File: config.mk
export PLATFORM = sky130hd
export DESIGN_NAME = lwtm_fifo
export DESIGN_NICKNAME = d
export VERILOG_FILES = /design/src/hdl/lwtm_pkg.sv /design/src/hdl/lwtm_fifo.sv
export SDC_FILE = /design/constraint.sdc
export NUM_CORES = 1
export LEC_CHECK = 0
export BUFFER_PORTS_ARGS = -buffer_cell sky130_fd_sc_hd__buf_2
export CORE_UTILIZATION = 55
export DETAILED_ROUTE_END_ITERATION = 7
export PLACE_DENSITY = 0.88
export SLEW_MARGIN = 30
export SYNTH_ARGS = -nofsm -noshare
export SYNTH_HDL_FRONTEND = slang
export SYNTH_SLANG_ARGS = --single-unit
File: constraint.sdc
create_clock -name aclk -period 3.25 [get_ports aclk]
set_input_delay 0 -clock aclk [delete_from_list [all_inputs] [get_ports aclk]]
set_output_delay 0 -clock aclk [all_outputs]
set_load 0.02 [all_outputs]
File: src/hdl/lwtm_pkg.sv
`timescale 1ns / 1ps

package lwtm_pkg;

    // Channel format and luminance
    localparam int CHAN_W     = 24;
    localparam int P_W        = 5;
    localparam int COUNT_W    = 24;
    localparam int MAX_PIXELS = 1048576;
    localparam logic [COUNT_W-1:0] COUNT_CAP =
        (MAX_PIXELS < 16777215) ? COUNT_W'(MAX_PIXELS) : 24'hFFFFFF;

    // Luminance weights in Q16
    localparam logic [15:0] W_C0 = 16'd17695;
    localparam logic [15:0] W_C1 = 16'd43909;
    localparam logic [15:0] W_C2 = 16'd3932;

    // Queue between front and back
    localparam int FIFO_DEPTH = 4;

    // Serial divider width
    localparam int DIV_W = 64;

    // Configuration port
    localparam int CFG_W       = 16;
    localparam int CFG_INDEX_W = 2;
    localparam logic [CFG_INDEX_W-1:0] REG_KEY   = 2'd0;
    localparam logic [CFG_INDEX_W-1:0] REG_WHITE = 2'd1;
    localparam logic [CFG_W-1:0] KEY_RESET   = 16'd737;
    localparam logic [CFG_W-1:0] WHITE_RESET = 16'd256;

    localparam logic [39:0] CAP40 = 40'hFF_FFFF_FFFF;

    localparam logic CMD_STAT = 1'b0;
    localparam logic CMD_MAP  = 1'b1;

    typedef struct packed {
        logic              cmd;
        logic [CHAN_W-1:0] chan_zero;
        logic [CHAN_W-1:0] chan_one;
        logic [CHAN_W-1:0] chan_two;
        logic [7:0]        white_factor;
        logic              frame_end;
    } in_item_t;

    typedef struct packed {
        logic [7:0] out_zero;
        logic [7:0] out_one;
        logic [7:0] out_two;
        logic       out_last;
    } out_item_t;

    typedef struct packed {
        in_item_t          item;
        logic [CHAN_W-1:0] lum;
    } queue_item_t;

    // Q30 roots 2^(2^-k), k = 1..16, each the integer square root of the last
    function automatic logic [511:0] root_table();
        logic [511:0] tbl;
        logic [63:0]  x;
        logic [63:0]  res;
        logic [63:0]  bv;
        logic [63:0]  r;
        tbl = '0;
        r   = '0;
        for (int k = 0; k < 16; k++) begin
            x   = (k == 0) ? (64'd2 << 60) : (r << 30);
            res = '0;
            bv  = 64'd1 << 62;
            for (int i = 0; i < 32; i++) begin
                if (x >= res + bv) begin
                    x   = x - (res + bv);
                    res = (res >> 1) + bv;
                end else begin
                    res = res >> 1;
                end
                bv = bv >> 2;
            end
            r = res;
            tbl[k*32 +: 32] = r[31:0];
        end
        return tbl;
    endfunction

    localparam logic [511:0] ROOT_TBL = root_table();

endpackage

File: src/hdl/lwtm_fifo.sv
`timescale 1ns / 1ps

module lwtm_fifo #(
    parameter int DEPTH = lwtm_pkg::FIFO_DEPTH
) (
    input  logic                  aclk,
    input  logic                  aresetn,
    input  logic                  push_valid,
    output logic                  push_ready,
    input  lwtm_pkg::queue_item_t push_data,
    output logic                  pop_valid,
    input  logic                  pop_ready,
    output lwtm_pkg::queue_item_t pop_data
);

    localparam int PTR_W = (DEPTH > 1) ? $clog2(DEPTH) : 1;
    localparam int CNT_W = $clog2(DEPTH + 1);

    lwtm_pkg::queue_item_t mem_reg [DEPTH];
    logic [PTR_W-1:0] wr_ptr_reg;
    logic [PTR_W-1:0] rd_ptr_reg;
    logic [CNT_W-1:0] count_reg;
    logic             do_push;
    logic             do_pop;

    assign push_ready = (count_reg != CNT_W'(DEPTH));
    assign pop_valid  = (count_reg != '0);
    assign pop_data   = mem_reg[rd_ptr_reg];
    assign do_push    = push_valid && push_ready;
    assign do_pop     = pop_valid && pop_ready;

    // pointers and fill count
    always_ff @(posedge aclk) begin
        if (!aresetn) begin
            wr_ptr_reg <= '0;
            rd_ptr_reg <= '0;
            count_reg  <= '0;
        end else begin
            if (do_push) begin
                wr_ptr_reg <= (wr_ptr_reg == PTR_W'(DEPTH - 1)) ? '0 : wr_ptr_reg + 1'b1;
            end
            if (do_pop) begin
                rd_ptr_reg <= (rd_ptr_reg == PTR_W'(DEPTH - 1)) ? '0 : rd_ptr_reg + 1'b1;
            end
            if (do_push && !do_pop) begin
                count_reg <= count_reg + 1'b1;
            end else if (do_pop && !do_push) begin
                count_reg <= count_reg - 1'b1;
            end
        end
    end

    always_ff @(posedge aclk) begin
        if (do_push) begin
            mem_reg[wr_ptr_reg] <= push_data;
        end
    end

endmodule

* Word level (Yosys, flattened, before mapping)
Memory sizes are Yosys's and may differ from the RTL's. A register that Yosys moved wholly into a read port is not among the register bits.
Cells that the tools add are included.
** Storage, ports and cells
- Bits in registers :: 7
- Bits in writable memories :: 424
- Output and inout bits :: 108
- Memories kept :: 1
** Operators by class
- Add/subtract/negate cells :: 4
- Equality and inequality tests :: 3
- Mux-type cells :: 8
- Reductions and logical operators :: 8
** Memories
- mem_reg :: words 4, bits a word 106, rd ports 1, clocked after Yosys merged registers in 1, write ports 1, RTL line lwtm_fifo.sv:19 : lwtm_pkg::queue_item_t mem_reg [DEPTH];
** Operators with widths (number)
- 2-to-1 mux 2 bit :: 4
- 2-to-1 mux 3 bit :: 2
- adder 2 x 1 -> 2 bit (second input constant) :: 2
- == test 2 bit (second input constant) :: 2
- logical AND 1 bit :: 4
- adder 3 x 1 -> 3 bit (second input constant) :: 1
- != test 3 bit (second input constant) :: 1
- nonzero test 3 bit :: 1
- subtractor 3 x 1 -> 3 bit (second input constant) :: 1
- logical NOT 1 bit :: 2
- 2-to-1 mux 1 bit :: 2
- nonzero test 2 bit :: 1

* Logic depth before layout (Yosys ltp)
- Depth in word-level cells :: 6
- Mapped depth :: 9
- Mapped depth without buffers :: 8

* Least setup slack after synthesis
OpenSTA, ideal clock, no wires.
- Path kind :: reg-to-reg
- Start :: register count_reg[0]
- End :: memory mem_reg[0][0] in the netlist's numbering, enable pin
- Library setup time :: 0.417 ns
- Data arrival time :: 2.041 ns
- Data required time :: 2.833 ns
- Slack :: 0.792 ns
- Cell stages (with the launch flop) :: 4
- Buffers on the path :: 1
- Clock period less this slack :: 2.458 ns
- Path through :: dfxtp_1 or3b_1 buf_6 and3_2
** Between the ends
- Longest elaborated chain between the ends :: 4
** RTL lines
- from (decl) :: RTL line lwtm_fifo.sv:22 : logic [CNT_W-1:0] count_reg;
- from (signal assigned) :: RTL line lwtm_fifo.sv:46 : count_reg <= count_reg + 1'b1;
- from (signal assigned) :: RTL line lwtm_fifo.sv:48 : count_reg <= count_reg - 1'b1;
- != test 3 bit :: RTL line lwtm_fifo.sv:26 : assign push_ready = (count_reg != CNT_W'(DEPTH));
- net push_ready :: RTL line lwtm_fifo.sv:9 : output logic push_ready,
- logical AND 1 bit :: RTL line lwtm_fifo.sv:29 : assign do_push = push_valid && push_ready;
- 2-to-1 mux 1 bit :: RTL line lwtm_fifo.sv:54 : if (do_push) begin
- 2-to-1 mux 1 bit (not written as such) :: RTL line lwtm_fifo.sv:55 : mem_reg[wr_ptr_reg] <= push_data;
- to (decl) :: RTL line lwtm_fifo.sv:19
The timed path passes the listed nets, and every way through them passes these cells.

* Worst setup path in the final report
- Start :: register count_reg[0]
- End :: register count_reg[2]
** Between the ends
- Longest elaborated chain between the ends :: 5
- Elaborated cells between the ends (all ways) :: 13
- Those cells by class :: add/sub (2); eq/ne (1); mux (2); reduce/logical (8)
** RTL lines
- parallel branches: the longest is 5 deep, another holds subtractor 3 x 1 -> 3 bit
Several ways; the timed one is not identified. The select of a mux whose other input is x is not followed.
A chain may end at the register's enable or synchronous reset.

==> flow_summary.json <==
{
  "clk_pin_slew_worst_paths_ns": 0.06,
  "pin_count": 218,
  "slew_headroom_pct": 55.3,
  "gr-usage-met2_pct": 38.2,
  "finalHoldViolations": 0,
  "overflow": 0,
  "synthCells": 605,
  "cp_slowest_cell": "o31ai_1",
  "fin_ws_ns": 0.819,
  "wl_per_cell_um": 23.7,
  "p_leak_nw": 6.69,
  "largest_reg_flops": 424,
  "cts_buffers": 43,
  "critPathMaxStageDelay_ns": 0.52,
  "path_max_fanout": 5,
  "drv_slew": 0,
  "hp-class": "in2reg",
  "max_cap_viol_count": 0,
  "initial_core_util_pct": 56.3,
  "synth_area_um2": 15800,
  "antenna_left": 0,
  "rsz0062_at_grt": "no",
  "cts-resized-gates": 0,
  "ir_worst_vdd_v": 0.000492,
  "wl_um": 32600,
  "dp_worst_setup_slack_ns": 0.807,
  "dp_hpwl_um": 17800,
  "antenna_found_initial": 2,
  "cts_root_buffer": "clkbuf_16",
  "crit_type": "reg2reg",
  "cts_tree": "built",
  "grtUsageMet1_pct": 28.6,
  "grt_pass1_vias": 8071,
  "post-route-period-util_pct": 74.8,
  "final.min_clock_period_ns": 2.43,
  "crit_chain": "o31ai_1 -> ha_1 -> inv_1 -> fa_1 -> xor2_1 -> or3_2 -> a21boi_0",
  "p_total_w": 0.0152,
  "setup_viol": 0,
  "grt_start_max_net_pins": 72,
  "synth.distinct_cells": 26,
  "critPathArrivalTime_ns": 2.88,
  "crit_path_start_kind": "register",
  "synth.top_cells.by_area": "edfxtp_1, mux4_2, dfxtp_1, buf_6, ha_1",
  "cts.sinks": 433,
  "via_count": 7691,
  "syn_nets": 722,
  "drc": 0,
  "grt_util_met3_pct": 4.76,
  "chipHeight_um": 171,
  "final_nets": 1084,
  "fmax_mhz": 411,
  "fp.dieW_um": 171,
  "ys_warn_count": 0,
  "place.gp.congestion": 0.775,
  "powerDensity_nw_per_um2": 766,
  "grt.busiest_layer": "met2",
  "grt_pass1_wl_um": 47500,
  "insertion_delay_ns": 0.53,
  "yosysTopAreaCell": "edfxtp_1",
  "syn_area_per_cell_um2": 26.1,
  "rows": 61,
  "io_buffers": 217,
  "cts.htree.levels": 2,
  "yosys.area.top_type_share_pct": 80.8,
  "drtPass1Iterations": 5,
  "dieArea_um2": 29300,
  "postCtsSetupRepairBufs": 0,
  "worstMarginPinSlew_ns": 0.671,
  "fin_cells": 1375,
  "skew_ns": 0.0108,
  "critPathCaptureType": "register",
  "ys_ff_latch": 433,
  "outcome": "finished clean",
  "cp.required_ns": 3.70,
  "drive_above_1_share_pct": 40.2,
  "cts_hold_buf": 111,
  "finalHoldWorstSlack_ns": 0.216,
  "dp_cells": 1189,
  "seq_area_frac_synth_pct": 81.9,
  "cts_buffer_depth": 3,
  "first_iter_violations": 589,
  "finalSetupTns_ns": 0,
  "track_usage_pct": 22.3,
  "vias_per_cell": 5.59,
  "areaGrowthSynthToFinish_pct": 25.6,
  "n_fill_cell": 1613,
  "core_region_area_um2": 28000
}
[per-stage QoR]
step	util, %	area [um2]
detailed placement	62.1	17400
floorplan	-	15800
global placement	62.1	17400
global route	70.7	19800
finish	70.7	19800
CTS	70.7	19800
[cell families after synthesis]
group | share of synthesized area [%]
buffers and inverters | 1.12
AND/OR/NAND/NOR | 0.746
flip-flops | 81.9
XOR/XNOR | 0.111
adder cells (fa/ha/maj) | 0.603
AO/OA/AOI/OAI | 0.222
multiplexers | 15.3
[per-layer routing]
metal	wire length [um]	share of wire, %
met5	0	0
met4	833	2.6
met3	2140	6.6
met2	16900	52
met1	12700	39
[power breakdown]
group          total [W]  switching (W)  internal, W
clock network    0.00459        0.00195      0.00264
logic            0.00355        0.00202      0.00152
registers        0.00702       0.000255      0.00677
total             0.0152        0.00423       0.0109
[final cells by class]
| cell class | instances | area (um2) | area share (%) |
|---|---|---|---|
| diodes | 3 | 7.51 | 0.0379 |
| clock buffers | 61 | 1200 | 6.04 |
| clock inverters | 11 | 97.6 | 0.493 |
| inverters | 3 | 11.3 | 0.0569 |
| multi-input cells | 143 | 2690 | 13.6 |
| flip-flops and latches | 433 | 12900 | 65.2 |
| well taps | 378 | 473 | 2.39 |
| repair buffers | 343 | 2410 | 12.2 |
[cell usage in the layout (no fill, tap or decap), types with 5 or more instances in the layout]
master           n
edfxtp_1       424
buf_2          217
dlygate4sd3_1  111
mux4_2         106
clkbuf_16       45
clkbuf_1        15
buf_12           8
dfxtp_1          7
buf_4            7
ha_1             6
nand2_1          5
[Yosys cell counts, drive strengths merged]
library cell and number:
edfxtp 424, mux4 106, buf 19, dfxtp 9, clkbuf 7, ha 6
nand2 5, and3 4, o21ai 4, inv 3, and2 2, mux2i 2
nand3 2, nor2 2, or3 2, a21boi 1, fa 1, nand4 1
nor2b 1, o31ai 1, or3b 1, xnor2 1, xor2 1
[worst max-delay path: cells and delay by family (launching register included)]
family                   cells  cell delay, ns
AO/OA/AOI/OAI                2            0.69
flip-flops                   1            0.36
AND/OR/NAND/NOR              1            0.40
XOR/XNOR                     1            0.16
adder cells (fa/ha/maj)      2            0.67
buffers and inverters        1            0.07
[final timing paths]
kind                               startpoint              to  slack [ns]  cells after the start
worst min-delay path            push_data[40]  mem_reg[2][40]        0.22                      2
worst min register to register  wr_ptr_reg[1]   wr_ptr_reg[1]        0.52                      2
worst max-delay path             count_reg[0]    count_reg[2]        0.82                      7
worst max register to register   count_reg[0]    count_reg[2]        0.82                      7
No activity file was read; power rests on OpenSTA's default activity.
