<file path="src/hdl/lwtm_pkg.sv">
`timescale 1ns / 1ps

package lwtm_pkg;

    // Channel format and luminance
    localparam int CHAN_W     = 24;
    localparam int P_W        = 5;
    localparam int COUNT_W    = 24;
    localparam int MAX_PIXELS = 1048576;
    localparam logic [COUNT_W-1:0] COUNT_CAP =
        (MAX_PIXELS < 16777215) ? COUNT_W'(MAX_PIXELS) : 24'hFFFFFF;

    // Luminance weights in Q16
    localparam logic [15:0] W_C0 = 16'd17695;
    localparam logic [15:0] W_C1 = 16'd43909;
    localparam logic [15:0] W_C2 = 16'd3932;

    // Queue between front and back
    localparam int FIFO_DEPTH = 4;

    // Serial divider width
    localparam int DIV_W = 64;

    // Configuration port
    localparam int CFG_W       = 16;
    localparam int CFG_INDEX_W = 2;
    localparam logic [CFG_INDEX_W-1:0] REG_KEY   = 2'd0;
    localparam logic [CFG_INDEX_W-1:0] REG_WHITE = 2'd1;
    localparam logic [CFG_W-1:0] KEY_RESET   = 16'd737;
    localparam logic [CFG_W-1:0] WHITE_RESET = 16'd256;

    localparam logic [39:0] CAP40 = 40'hFF_FFFF_FFFF;

    localparam logic CMD_STAT = 1'b0;
    localparam logic CMD_MAP  = 1'b1;

    typedef struct packed {
        logic              cmd;
        logic [CHAN_W-1:0] chan_zero;
        logic [CHAN_W-1:0] chan_one;
        logic [CHAN_W-1:0] chan_two;
        logic [7:0]        white_factor;
        logic              frame_end;
    } in_item_t;

    typedef struct packed {
        logic [7:0] out_zero;
        logic [7:0] out_one;
        logic [7:0] out_two;
        logic       out_last;
    } out_item_t;

    typedef struct packed {
        in_item_t          item;
        logic [CHAN_W-1:0] lum;
    } queue_item_t;

    // Q30 roots 2^(2^-k), k = 1..16, each the integer square root of the last
    function automatic logic [511:0] root_table();
        logic [511:0] tbl;
        logic [63:0]  x;
        logic [63:0]  res;
        logic [63:0]  bv;
        logic [63:0]  r;
        tbl = '0;
        r   = '0;
        for (int k = 0; k < 16; k++) begin
            x   = (k == 0) ? (64'd2 << 60) : (r << 30);
            res = '0;
            bv  = 64'd1 << 62;
            for (int i = 0; i < 32; i++) begin
                if (x >= res + bv) begin
                    x   = x - (res + bv);
                    res = (res >> 1) + bv;
                end else begin
                    res = res >> 1;
                end
                bv = bv >> 2;
            end
            r = res;
            tbl[k*32 +: 32] = r[31:0];
        end
        return tbl;
    endfunction

    localparam logic [511:0] ROOT_TBL = root_table();

endpackage

</file>
<file path="src/hdl/lwtm_front.sv">
`timescale 1ns / 1ps

module lwtm_front (
    input  logic                  aclk,
    input  logic                  aresetn,
    input  logic                  s_valid,
    output logic                  s_ready,
    input  lwtm_pkg::in_item_t    s_data,
    output logic                  push_valid,
    input  logic                  push_ready,
    output lwtm_pkg::queue_item_t push_data
);

    localparam int SUM_W = lwtm_pkg::CHAN_W + 18;

    logic               hold_valid_reg;
    lwtm_pkg::in_item_t hold_reg;
    logic [SUM_W-1:0]   luma_sum;

    assign s_ready    = !hold_valid_reg || push_ready;
    assign push_valid = hold_valid_reg;

    // weighted luminance, rounded from Q16
    assign luma_sum = SUM_W'(lwtm_pkg::W_C0) * SUM_W'(hold_reg.chan_zero)
                    + SUM_W'(lwtm_pkg::W_C1) * SUM_W'(hold_reg.chan_one)
                    + SUM_W'(lwtm_pkg::W_C2) * SUM_W'(hold_reg.chan_two)
                    + SUM_W'(32768);

    assign push_data.item = hold_reg;
    assign push_data.lum  = luma_sum[16 +: lwtm_pkg::CHAN_W];

    // input stage: takes a transfer whenever the stage is free or draining
    always_ff @(posedge aclk) begin
        if (!aresetn) begin
            hold_valid_reg <= 1'b0;
        end else if (s_ready) begin
            hold_valid_reg <= s_valid;
        end
    end

    always_ff @(posedge aclk) begin
        if (s_valid && s_ready) begin
            hold_reg <= s_data;
        end
    end

endmodule

</file>
<file path="config.mk">
export PLATFORM = sky130hd
export DESIGN_NAME = lwtm_front
export DESIGN_NICKNAME = d
export VERILOG_FILES = /design/src/hdl/lwtm_pkg.sv /design/src/hdl/lwtm_front.sv
export SDC_FILE = /design/constraint.sdc
export NUM_CORES = 1
export LEC_CHECK = 0
export BUFFER_PORTS_ARGS = -buffer_cell sky130_fd_sc_hd__buf_2
export CAP_MARGIN = 30
export CORE_MARGIN = 1
export CORE_UTILIZATION = 40
export CTS_CLUSTER_SIZE = 25
export DETAILED_ROUTE_END_ITERATION = 8
export PLACE_DENSITY_LB_ADDON = 0.25
export SETUP_SLACK_MARGIN = 0.4
export SLEW_MARGIN = 30
export SYNTH_ARGS = -nofsm -noshare
export SYNTH_HDL_FRONTEND = slang
export SYNTH_SLANG_ARGS = --single-unit
</file>
<file path="constraint.sdc">
create_clock -name aclk -period 19.9 [get_ports aclk]
set_input_delay 0.995 -clock aclk [delete_from_list [all_inputs] [get_ports aclk]]
set_output_delay 0.995 -clock aclk [all_outputs]
set_load 0.03 [all_outputs]
</file>
; ---- Word level (Yosys, flattened, before mapping)
; Cells that the tools add are included.
[op_classes]
n_reduce_logical = 3
n_mul = 3
add_sub_neg = 3
[op_table]
columns = operator, count
row1 = adder 39 x 40 -> 40 bit, 1
row2 = "adder 40 x 16 -> 40 bit, second input constant", 1
row3 = adder 40 x 36 -> 40 bit, 1
row4 = "multiplier 16 x 24 -> 40 bit, first input constant", 1
row5 = "multiplier 15 x 24 -> 39 bit, first input constant", 1
row6 = "multiplier 10 x 24 -> 34 bit, first input constant", 1
row7 = logical AND 1 bit, 1
row8 = logical NOT 1 bit, 1
row9 = logical OR 1 bit, 1
[totals]
output_inout_bits = 108
regBits = 83
inputBits = 86

; ---- Longest topological paths before layout
; Gate-level depths: netlist of run 1.
[depth]
ltp_word = 4
ltp_mapped = 43
ltp_nobuf = 42

; ---- Worst setup path before layout of run 1
; OpenSTA, ideal clock, no wires.
[synth_timing]
path_kind = flip-flop to output port
startpoint = register hold_reg (netlist bit push_data[35])
endpoint = output port push_data[21] (netlist name)
path_buffers = 0
setup_slack_ns = 7.933
stages_incl_launch_ff = 39
arrival_ns = 10.972
t_required_ns = 18.905
path_cell_list = edfxtp_1 inv_1 fa_1 inv_1 fa_1 fa_1 fa_1 inv_1 fa_1 inv_1 ha_1 a21oi_1 nand3_1 o21a_1 a31oi_1 o21ai_0 a21o_1 a21oi_1 [... 3 more ...] inv_1 fa_1 fa_1 inv_1 fa_1 inv_1 fa_1 fa_1 fa_1 inv_1 ha_1 a21oi_1 o21ai_0 a2111oi_0 o21ai_0 a31oi_1 o21ai_0 xor2_1
[synth_rtl]
columns = item, line_no
row1 = start: declaration, lwtm_front.sv:17  ; lwtm_pkg::in_item_t hold_reg;
row2 = start signal: assignment, lwtm_front.sv:43  ; hold_reg <= s_data;
row3 = end: declaration, lwtm_front.sv:11  ; output lwtm_pkg::queue_item_t push_data

==> results of run 1 <==
## sequential cells by signal, summed over array words and instances (netlist names)
signal and count:
push_data 82, push_valid 1
## worst paths after layout
| kind | start | to | cells after the start |
|---|---|---|---|
| min | push_valid$_SDFFE_PN0N_ | push_valid$_SDFFE_PN0N_ | 2 |
| max reg2reg | push_valid$_SDFFE_PN0N_ | push_data[70]$_DFFE_PP_ | 3 |
| max | push_data[35]$_DFFE_PP_ | push_data[21] | 39 |
| min reg2reg | push_valid$_SDFFE_PN0N_ | push_valid$_SDFFE_PN0N_ | 2 |
## cell usage in the layout (no fill, tap or decap), types with 4 or more instances in the layout
cell type / instances
nor3_1: 7
a31oi_1: 7
ha_1: 389
inv_1: 729
xnor2_1: 38
o21ai_0: 40
nor2b_1: 5
a21boi_0: 6
a21oi_1: 50
a211oi_1: 7
o21a_1: 4
nand2_1: 34
a21o_1: 37
xor2_1: 20
nand3_1: 17
clkbuf_16: 9
fa_1: 465
buf_2: 193
and3_1: 7
nand4_1: 10
nor2_1: 24
and2_1: 4
edfxtp_1: 82
## per-layer routing
metal / track usage (%) / wire, microns
met5: 0 / 0
met2: 35.1 / 26100
met1: 26.6 / 23300
met3: 2.13 / 1440
met4: 5.04 / 863
## logic make-up (layout without fill, tap and decap cells)
kind of cell	after synthesis	after routing	share of synthesized area (%)
adders and majority gates	854	854	65.3
and+or+nand+nor	118	118	2.63
AOI/OAI and AO/OA	184	184	5.50
buffers and inverters	736	940	12.7
xor gates and xnor gates	58	58	2.34
DFF	83	83	11.4
## per-stage QoR
stage | hold WS [ns] | cell area, sq um | setup WS [ns] | std cells
after floorplan | 0.885 | 21700 | 7.93 | 2033
after global placement | 0.506 | 23500 | 7.28 | 2909
after detailed placement | 0.530 | 23500 | 7.01 | 2909
after CTS | 0.541 | 23800 | 6.52 | 2925
after global routing | 0.573 | 23800 | 5.76 | 2925
final | 0.538 | 23800 | 6.53 | 2925
## cell type report
cell class                 instances  area (sq um)  area share, %
sequential                        83          2480           10.4
tap                              688           861           3.61
inverter                         729          2740           11.5
multi-input combinational       1214         16500           69.0
clock buffer                       9           225          0.945
timing repair buffer             195           981           4.12
clock inverter                     7           101          0.425
## worst register-to-register path, delay by kind of cell (launching register included)
| family | cells | cell delay, ns |
|---|---|---|
| buffers and inverters | 1 | 0.65 |
| DFF | 1 | 0.31 |
| and+or+nand+nor | 2 | 0.67 |
==> reports/results.txt, run 1 <==
status - completed
Final Max Slew Viols - 0
cts hold-fix bufs - 0
Chip Height - 235 microns
CP Class - flop to output port
Final GP Congestion - 0.905
layout cells sized above 1 - 9.88%
Initial DRC Count - 497
initial antenna violation count - 0
die width - 235 microns
Slew HR - 44.4%
Seq/Total Area, Yosys - 11.4%
register bit total from synthesis - 83
Total Routing Usage GR - 20.1%
routed vias - 13900
Top delay family on crit path - adder cells
CTS max path bufs - 2
n_diodes - 0
Post-CTS Setup Bufs - 0
Req. time, crit path - 18.91 ns
Port Buffers - 193
Routed WL per cell - 17.7 microns
root buf cell - clkbuf_16
Critical path buffers and inverters - 9
post-synthesis instance area - 21700 sq um
PostCTS Resize Cnt - 0
CP max-delay cell - a2111oi_0
RSZ-0062 raised after global routing - no
CTS tree - yes
top cells by area, synth - fa_1 (43%), ha_1 (22%), inv_1 (13%)
CP endpoint kind - output port
fillers - 5079
overall routed net length - 51700 microns
most area-hungry cell type in the Yosys netlist - fa_1
Critical Path Fanout Max - 8
worst stage delay on the critical path - 0.72 ns
Period Utilization, post-route - 67.2%
grt total ovfl - 0
Mapped Cells - 2033
final core utilization - 44.9%
maxcap violations - 0
commonest register cell after synthesis - edfxtp_1
setup tns final - 0 ns
Post-synth EDFFs - 82
vias in the first global route - 15600
DR DRC count - 0
Post-synth top cells - inv_1 (729), fa_1 (465), ha_1 (389)
async set-or-reset flop fraction in the synthesized netlist - 0%
core area - 53100 sq um
Initial Util - 40.9%
H-tree levels - 3
fin nets - 3172
Post-Route Skew - 0.0129 ns
drt first pass iters - 5
CP Launch Type - flop
first-pass GRT wire length - 84300 microns
final setup vio count - 0
Area growth syn-to-layout - 9.89%
Clock Latency Late Sink - 0.40 ns
vias per cell - 4.75
crit-path most repeated cell - fa_1
Die ar. - 55200 sq um
Worst EP arrival - 12.38 ns
clock slew at reported path FFs - 0.07 ns
row cnt - 84
CTS Sinks - 83
worst hold-check path type - flop to flop
share of the synthesized area in the top cell type - 42.9%
r2r setup slk - 17.86 ns
clock buffer count from CTS - 9
Worst Tran Pin Value - 0.834 ns
Yosys cell types - 49
largest net degree at the start of global routing - 43
Mapped Avg Cell Area - 10.7 sq um
DRT antenna net count - 0
post-DP HPWL - 44900 microns
max frequency - 74.8 MHz
most frequent cell after synthesis - inv_1
Final min period - 13.37 ns
Top Ports - 194
Post-Synthesis Net Count - 2973
Yosys Warn Count - 0
final hold viol count - 0
Power of run 1 is not shown: default switching activity piles up to over one toggle a cycle in this logic, so the estimate is an artifact.
==> run 2: changes to the inputs <==
--- a/config.mk
+++ b/config.mk
@@ -5,6 +5,7 @@
 export SDC_FILE = /design/constraint.sdc
 export NUM_CORES = 1
 export LEC_CHECK = 0
+export ABC_AREA = 1
 export BUFFER_PORTS_ARGS = -buffer_cell sky130_fd_sc_hd__buf_2
 export CAP_MARGIN = 30
 export CORE_MARGIN = 1
==> constraint.sdc (replaced) <==
create_clock -name aclk -period 13.91 [get_ports aclk]
set_input_delay 0.6955 -clock aclk [delete_from_list [all_inputs] [get_ports aclk]]
set_output_delay 0.6955 -clock aclk [all_outputs]
set_load 0.03 [all_outputs]
==> reports/results.txt, run 2 <==
Post-synth top cells - inv_1 (797), fa_1 (465), ha_1 (389)
Mapped Cells - 2357 (+16%)
cts hold-fix bufs - 0 (unchanged)
clock slew at reported path FFs - 0.08 ns (about the same)
vias per cell - 4.72 (-0.70%)
row cnt - 86 (+2.4%)
top cells by area, synth - fa_1 (41%), ha_1 (21%), inv_1 (13%)
Post-Synthesis Net Count - 3297 (+11%)
vias in the first global route - 17700 (+14%)
Port Buffers - 193 (unchanged)
drt first pass iters - 5 (unchanged)
H-tree levels - 3 (unchanged)
die width - 240 microns (+2.2%)
most area-hungry cell type in the Yosys netlist - fa_1
most frequent cell after synthesis - inv_1
fin nets - 3503 (+10%)
CTS tree - yes
clock buffer count from CTS - 9 (unchanged)
layout cells sized above 1 - 9.11% (-0.77 points)
CP Launch Type - flop
Seq/Total Area, Yosys - 10.9% (-0.50 points)
Slew HR - 47.2% (+2.8 points)
initial antenna violation count - 0 (unchanged)
Clock Latency Late Sink - 0.40 ns (about the same)
routed vias - 15600 (+13%)
CTS Sinks - 83 (unchanged)
Final min period - 12.14 ns
Critical path buffers and inverters - 12 (+3)
max reg flops - 82 (unchanged)
met3 WL - 1990 microns (+38%)
Place WS - 2.19 ns (-4.82 ns)
Post-Route Skew - 0.0123 ns (-0.000622 ns)
Die ar. - 57700 sq um (+4.5%)
Post-synth EDFFs - 82 (unchanged)
routed wl met2 - 27600 microns (+5.8%)
Total Routing Usage GR - 21.2% (+1.1 points)
first-pass GRT wire length - 92700 microns (+9.9%)
Mapped Avg Cell Area - 9.62 sq um (-9.8%)
final setup vio count - 0 (unchanged)
status - completed
Final WS setup - 1.77 ns (-4.76 ns)
maxcap violations - 0 (unchanged)
Critical Path Fanout Max - 7 (-1)
Yosys cell types - 36 (-27%)
DR DRC count - 0 (unchanged)
largest net degree at the start of global routing - 52 (+21%)
Initial Util - 40.8% (about the same)
Routed WL per cell - 16.8 microns (-5.1%)
CP Class - flop to output port
Initial DRC Count - 556 (+12%)
overall routed net length - 55600 microns (+7.5%)
Worst Tran Pin Value - 0.792 ns (-0.0426 ns)
Post-CTS Setup Bufs - 0 (unchanged)
worst hold-check path type - input pin to flop
Top delay family on crit path - adder cells
CP endpoint kind - output port
Final GP Congestion - 0.881 (-2.6%)
CTS max path bufs - 2 (unchanged)
setup tns final - 0 ns (unchanged)
post-synthesis instance area - 22700 sq um (+4.6%)
commonest register cell after synthesis - edfxtp_1
wire length on met1 - 24900 microns (+7.2%)
Chip Height - 240 microns (+2.2%)
Highest Signal Layer - met4
core area - 55500 sq um (+4.6%)
final core utilization - 44.9% (about the same)
register bit total from synthesis - 83 (unchanged)
Period Utilization, post-route - 87.3%
Final Max Slew Viols - 0 (unchanged)
root buf cell - clkbuf_16
most frequent cells in the layout - inv_1 (797), fa_1 (465), ha_1 (389), nand2_1 (228), buf_2 (193)
worst stage delay on the critical path - 0.58 ns (-0.14 ns)
Yosys Warn Count - 0 (unchanged)
async set-or-reset flop fraction in the synthesized netlist - 0% (unchanged)
Req. time, crit path - 13.21 ns (-5.70 ns)
Worst EP arrival - 11.44 ns (-0.94 ns)
CP max-delay cell - edfxtp_1
grt total ovfl - 0 (unchanged)
share of the synthesized area in the top cell type - 41.0% (-1.9 points)
final hold viol count - 0 (unchanged)
DRT antenna net count - 0 (unchanged)
PostCTS Resize Cnt - 0 (unchanged)
RSZ-0062 raised after global routing - no
crit-path most repeated cell - fa_1
max frequency - 82.4 MHz
post-DP HPWL - 50100 microns (+12%)
most common cell after layout, fill and taps aside - inv_1
Area growth syn-to-layout - 9.89% (about the same)
n_diodes - 0 (unchanged)
Top Ports - 194 (unchanged)
[run 2: cell types whose count changed in the layout (fill, tap and decap cells not counted), sizes merged, moves of 7 or more]
cell	change
a21oi	+36
xnor2	-27
nor2	+73
o21ai	+8
o21bai	+7
nand2	+198
xor2	+11
inv	+74
a21o	-32
nand3	+26
nor3	+12
[run 2: per-layer routing]
metal	vias to the layer above	global-route usage (%)
met5	-	0
li1	7461	-
met1	7831	28.1
met3	56	2.57
met2	300	36.8
met4	0	4.79
[run 2: logic make-up after synthesis]
family,Yosys count,synth area share (%)
DFF,83,10.9
adders and majority gates,854,62.5
buffers and inverters,800,13.2
xor gates and xnor gates,42,1.62
and+or+nand+nor,408,7.48
AOI/OAI and AO/OA,170,4.21
[run 2: worst reg2reg max path, delay by kind of cell, from the launching register on]
kind	cells	cell delay, ns
buf+inv	1	0.63
compound gates	1	0.37
flops	1	0.35
[run 2: cell type report]
type | instances | area, sq um
clock inverters | 7 | 81.3
well taps | 748 | 936
flip-flops and latches | 83 | 2480
fillers | 5441 | 30600
multi-input cells | 1474 | 17200
repair buffers | 195 | 988
inverters | 800 | 3000
clock buffers | 9 | 225
[run 2: path summary, 6_finish.rpt]
kind	start	end	slack [ns]	cells past startpoint
setup / recovery	push_data[37]$_DFFE_PP_	push_data[13]	1.77	40
hold / removal	s_data[27]	push_data[51]$_DFFE_PP_	0.46	1
setup reg to reg	push_valid$_SDFFE_PN0N_	push_data[66]$_DFFE_PP_	12.05	2
hold reg to reg	push_valid$_SDFFE_PN0N_	push_valid$_SDFFE_PN0N_	0.57	2
[run 2: stage by stage]
stage / instance area (sq um) / cells / hold WS, ns
global placement: 24600 / 3299 / 0.523
detailed placement: 24600 / 3299 / 0.564
CTS: 24900 / 3315 / 0.436
finish: 24900 / 3316 / 0.464
global route: 24900 / 3316 / 0.437
floorplan: 22700 / 2357 / 0.794
Power of run 2 is left out for the same reason.
